**config.mk**
```make
export PLATFORM = sky130hd
export DESIGN_NAME = cim_ctrl
export DESIGN_NICKNAME = d
export VERILOG_FILES = /design/src/hw/rtl/cim_pkg.sv /design/src/hw/rtl/cim_ctrl.sv
export SDC_FILE = /design/constraint.sdc
export NUM_CORES = 1
export LEC_CHECK = 0
export ABC_AREA = 1
export BUFFER_PORTS_ARGS = -buffer_cell sky130_fd_sc_hd__buf_2
export CELL_PAD_IN_SITES_DETAIL_PLACEMENT = 0
export CELL_PAD_IN_SITES_GLOBAL_PLACEMENT = 1
export CORE_ASPECT_RATIO = 1.4
export CORE_MARGIN = 8
export CORE_UTILIZATION = 35
export DETAILED_ROUTE_END_ITERATION = 10
export PLACE_DENSITY = 0.79
export SLEW_MARGIN = 5
export SYNTH_ARGS = -nofsm -noshare
export SYNTH_HDL_FRONTEND = slang
export SYNTH_SLANG_ARGS = --single-unit
```
**constraint.sdc**
```tcl
create_clock -name clk -period 1.7 [get_ports clk]
set_clock_uncertainty 0.15 [all_clocks]
set_input_delay 0.17 -clock clk [delete_from_list [all_inputs] [get_ports clk]]
set_output_delay 0.17 -clock clk [all_outputs]
set_load 0.05 [all_outputs]
```
**src/hw/rtl/cim_pkg.sv**
```systemverilog
// ============================================================================
// cim_pkg
// Shared types, codes and helpers of the CIDR include/exclude matcher.
// ============================================================================
package cim_pkg;

    // default table depth
    localparam int TABLE_ENTRIES_DEF = 64;

    // request codes
    localparam logic [1:0] REQ_CLEAR  = 2'd0;
    localparam logic [1:0] REQ_INSERT = 2'd1;
    localparam logic [1:0] REQ_LOOKUP = 2'd2;
    localparam logic [1:0] REQ_UNUSED = 2'd3;

    // insert status codes
    localparam logic [1:0] ST_OK       = 2'd0;
    localparam logic [1:0] ST_IGNORED  = 2'd1;
    localparam logic [1:0] ST_FULL     = 2'd2;
    localparam logic [1:0] ST_EXCL_ANY = 2'd3;

    // bit positions inside an entry kind
    localparam int KIND_EXCL = 0;
    localparam int KIND_ANY  = 1;
    localparam int KIND_V6   = 2;

    // one request as it arrives
    typedef struct packed {
        logic [1:0]  req_type;
        logic [63:0] addr_high;
        logic [63:0] addr_low;
        logic [7:0]  prefix_len;
        logic        is_ipv6;
        logic        negated;
        logic        any_flag;
    } req_t;

    // one result
    typedef struct packed {
        logic       matched;
        logic [1:0] status;
    } res_t;

    // one table word
    typedef struct packed {
        logic        valid;
        logic [2:0]  kind;
        logic [7:0]  prefix;
        logic [63:0] addr_high;
        logic [63:0] addr_low;
    } entry_t;

    localparam int ENTRY_W = $bits(entry_t);

    // commands from the controller to the datapath
    typedef struct packed {
        logic load;
        logic wipe;
        logic rd_en;
        logic eval;
        logic commit;
    } cmd_t;

    // status from the datapath to the controller
    typedef struct packed {
        logic skip;
        logic is_clear;
    } stat_t;

    // network mask of a prefix; ipv4 masks live in the low 32 bits
    function automatic logic [127:0] prefix_mask(input logic v6, input logic [7:0] pfx);
        logic [31:0]  m4;
        logic [127:0] m6;
        m4 = ~(32'hFFFF_FFFF >> pfx);
        m6 = ~({128{1'b1}} >> pfx);
        if (v6)
        begin
            return m6;
        end
        return {96'd0, m4};
    endfunction

endpackage

```
**src/hw/rtl/cim_ctrl.sv**
```systemverilog
// ============================================================================
// cim_ctrl
// Controller: reset clearing pass, request decode, table walk sequencing
// and commit of each request.
// ============================================================================
module cim_ctrl #(
    parameter int TABLE_ENTRIES = cim_pkg::TABLE_ENTRIES_DEF,
    localparam int IDX_W        = (TABLE_ENTRIES > 1) ? $clog2(TABLE_ENTRIES) : 1
) (
    input  logic                 clk,
    input  logic                 rst_n,
    input  logic                 start,
    output logic                 busy,
    output cim_pkg::cmd_t        cmd,
    output logic [IDX_W-1:0]     idx,
    output logic [IDX_W-1:0]     eval_idx,
    input  cim_pkg::stat_t       stat
);

    localparam logic [IDX_W-1:0] LAST_IDX = IDX_W'(TABLE_ENTRIES - 1);

    typedef enum logic [2:0] {
        S_INIT,
        S_IDLE,
        S_DECIDE,
        S_CLEAR,
        S_WALK,
        S_DRAIN,
        S_COMMIT
    } state_t;

    state_t           state_reg, state_next;
    logic [IDX_W-1:0] idx_reg, idx_next;
    logic             eval_reg, eval_next;
    logic [IDX_W-1:0] eval_idx_reg, eval_idx_next;

    // next state and commands
    always_comb
    begin
        state_next    = state_reg;
        idx_next      = idx_reg;
        cmd           = '0;
        eval_next     = (state_reg == S_WALK);
        eval_idx_next = idx_reg;
        unique case (state_reg)
            S_INIT:
            begin
                cmd.wipe = 1'b1;
                idx_next = idx_reg + 1'b1;
                if (idx_reg == LAST_IDX)
                begin
                    idx_next   = '0;
                    state_next = S_IDLE;
                end
            end
            S_IDLE:
            begin
                idx_next = '0;
                if (start)
                begin
                    cmd.load   = 1'b1;
                    state_next = S_DECIDE;
                end
            end
            S_DECIDE:
            begin
                priority if (stat.skip)
                begin
                    state_next = S_COMMIT;
                end
                else if (stat.is_clear)
                begin
                    state_next = S_CLEAR;
                end
                else
                begin
                    state_next = S_WALK;
                end
            end
            S_CLEAR:
            begin
                cmd.wipe = 1'b1;
                idx_next = idx_reg + 1'b1;
                if (idx_reg == LAST_IDX)
                begin
                    idx_next   = '0;
                    state_next = S_COMMIT;
                end
            end
            S_WALK:
            begin
                cmd.rd_en = 1'b1;
                idx_next  = idx_reg + 1'b1;
                if (idx_reg == LAST_IDX)
                begin
                    idx_next   = '0;
                    state_next = S_DRAIN;
                end
            end
            S_DRAIN:
            begin
                state_next = S_COMMIT;
            end
            S_COMMIT:
            begin
                cmd.commit = 1'b1;
                state_next = S_IDLE;
            end
        endcase
        cmd.eval = eval_reg;
    end

    // state and registered outputs
    always_ff @(posedge clk or negedge rst_n)
    begin
        if (!rst_n)
        begin
            state_reg    <= S_INIT;
            idx_reg      <= '0;
            eval_reg     <= 1'b0;
            eval_idx_reg <= '0;
        end
        else
        begin
            state_reg    <= state_next;
            idx_reg      <= idx_next;
            eval_reg     <= eval_next;
            eval_idx_reg <= eval_idx_next;
        end
    end

    assign busy     = (state_reg != S_IDLE);
    assign idx      = idx_reg;
    assign eval_idx = eval_idx_reg;

    // an accepted request always goes to decode
    a_accept_to_decide: assert property (@(posedge clk) disable iff (!rst_n)
        (start && !busy) |=> state_reg == S_DECIDE)
        else $error("accepted request not decoded");

    // evaluation only ever follows a table read
    a_eval_after_read: assert property (@(posedge clk) disable iff (!rst_n)
        cmd.eval |-> $past(cmd.rd_en))
        else $error("evaluation without a read");

endmodule

```
==> impl_results.md <==
* Fraction of layout cells with a size suffix above 1 at 34.75%
* Std cell rows at 20
* WL/cell at 11.61 um
* Internal cell power at 0.9417 mW
* Sequential area share after synthesis at 50.63%
* GRT Util Overall at 8.593%
* Crit. Startpoint: state_reg[0]
* Post-route setup slack at 60.59 ps
* # setup viols final at 0
* Peak VDD IR at 1.378 mV
* Post-place setup slack at 201.7 ps
* CTS root buf: clkbuf_4
* Antenna violations before repair at 0
* Drt drc at 0
* Worst hold start: stat[1]
* Final cell count without fillers at 140
* Commonest non-fill, non-tap cells in the layout: nand2_1, buf_2, nand3_1
* Critical path class: flip-flop to primary output
* CTS tree: built
* GP Congestion at 0.7911
* Mapped Avg Cell Area at 8.412 um2
* Post-synth EDFFs at 0
* Max transition margin at 77.44%
* Combinational share of power at 59.6%
* Fraction of registers with async set/reset at 100.0%
* Synth cell types at 21
* Clk pwr share at 9.5%
* Core area at 2152 um2
* Ant diodes at 0
* Net count after synthesis at 100
* Vias at 662
* Fmax at 0.6100 GHz
* Yosys warns at 0
* Net switching power at 1.183 mW
* #FFs+latches synth at 16
* Die Height at 72.24 um
* Status: completed
* Post-CTS setup buffers at 0
* RSZ-0062 raised after global routing: false
* Grt total ovfl at 0
* Die ar. at 4058 um2
* Clk Latency, worst-skew pair at 280 ps
* Tightest Pin Transition at 338.3 ps
* First-pass GRT wire length at 2891 um
* H-tree levels at 1
* Maximum fanout along the worst path at 10
* Ys flop type: dfrtp_1
* Clock Tree Buf Depth at 2
* Starting Density at 36.74%
* PD cells at 2211 nW/um2
* Post-layout util at 44.65%
* Critical path capture point type: primary output
* Largest net degree at the start of global routing at 17
* Switching Fraction at 55.68%
* Drt first pass iters at 4
* Leak at 0.5435 nW
* Final Slew Violations at 0
* Post-route minimum period at 1639 ps
* Final Net Count at 125
* Post-Syn Area at 790.8 um2
* Max-capacitance violation count at 0
* Most common cell after layout, fill and taps aside: nand2_1
* Vias per cell at 4.729
* CP startpoint kind: flip-flop
* Clock slew at the register clock pins of the worst setup and hold paths at 80 ps
* Total Wirelength at 1625 um
* Crit path DAT at 1320 ps
* Mapped Cells at 94
* DIE WIDTH at 56.17 um
* Initial drt markers at 13
* Vias in the first global route at 702
* Min-delay worst type: primary input to flip-flop
* Worst EP required at 1380 ps
* DP Wirelength at 1266 um
* Dpl cells at 135
* Sink Count at 16
* IO Count at 23
* Worst R2R Start: idx[0]
* Hold Slack at 120.6 ps
* IO Port Bufs at 22
* Inserted Clock Buffers at 3
* Hold Fails Final Rpt at 0
* Routed Antenna Nets at 0
* Fin crit share at 96.44%
* Sequential Power Share at 30.9%
* Synth-to-Final Area Change at 21.52%
[what timing repair did]
action	in CTS	in global routing
resized for setup	2	6
gates cloned	0	0
hold endpoints to repair	16	0
hold buffers	1	0
endpoints found under the setup margin	1	4
[power groups by stage]
| stage | clock (mW) | sequential, mW | combinational (mW) |
|---|---|---|---|
| floorplan | 0 | 0.921 | 0.767 |
| global route | 0.224 | 0.680 | 1.39 |
| detailed placement | 0 | 0.655 | 1.27 |
| CTS | 0.210 | 0.654 | 1.28 |
| finish | 0.202 | 0.656 | 1.27 |
| global placement | 0 | 0.657 | 1.26 |
[per-layer routing]
metal | up-vias | share of wire, % | global-route usage (%)
met3 | 5 | 6.2 | 2.443
met5 | - | 0 | 0
met1 | 290 | 42 | 8.696
met4 | 0 | 2.8 | 5.630
li1 | 346 | - | -
met2 | 21 | 49 | 14.96
[final timing paths]
check                               endpoint  slack [ps]  cells past startpoint
worst max register to register  state_reg[0]         190                      8
worst min register to register   eval_idx[1]         290                      0
max in group asynchronous       state_reg[1]         950                      2
worst max-delay path                  cmd[3]          60                      4
worst min-delay path            state_reg[1]         120                      5
min in group asynchronous        eval_idx[1]         160                      2
[critical path, stage by stage (launching register included)]
cell	delay (ps)
dfrtp_2	490
inv_1	110
nand2_2	100
a21oi_2	130
buf_4	200
[cell type report]
class	count	area, um2
fillers	214	1191
flip-flops and latches	16	406.6
multi-input cells	63	325.3
repair buffers	23	130.1
inverters	12	45.04
well taps	22	27.53
clock buffers	4	26.28
[kinds of logic after synthesis]
logic type | after synthesis | share of synthesized area (%)
compound gates | 7 | 6.487
fa+ha+maj | 1 | 1.582
buf+inv | 15 | 9.018
flops | 16 | 50.63
simple gates | 55 | 32.28
[stage by stage]
stage               area, um2  setup TNS, ps  power, mW
global placement        910.9              0      1.915
CTS                     950.9              0      2.139
global route            960.9              0      2.295
floorplan               799.5         -202.2      1.688
finish                  960.9              0      2.125
detailed placement      910.9              0      1.921
[synth_stat cells, types with 2 or more instances]
master | count | area, um2
inv_1 | 9 | 33.78
nor3_1 | 2 | 10.01
nor2_1 | 6 | 22.52
nand2_1 | 28 | 105.1
nand2_2 | 2 | 12.51
inv_2 | 3 | 11.26
o21ai_1 | 2 | 10.01
dfrtp_1 | 16 | 400.4
nand4_1 | 2 | 12.51
buf_4 | 2 | 15.01
nand3_1 | 12 | 60.06
Power figures use the tool's default switching activity.
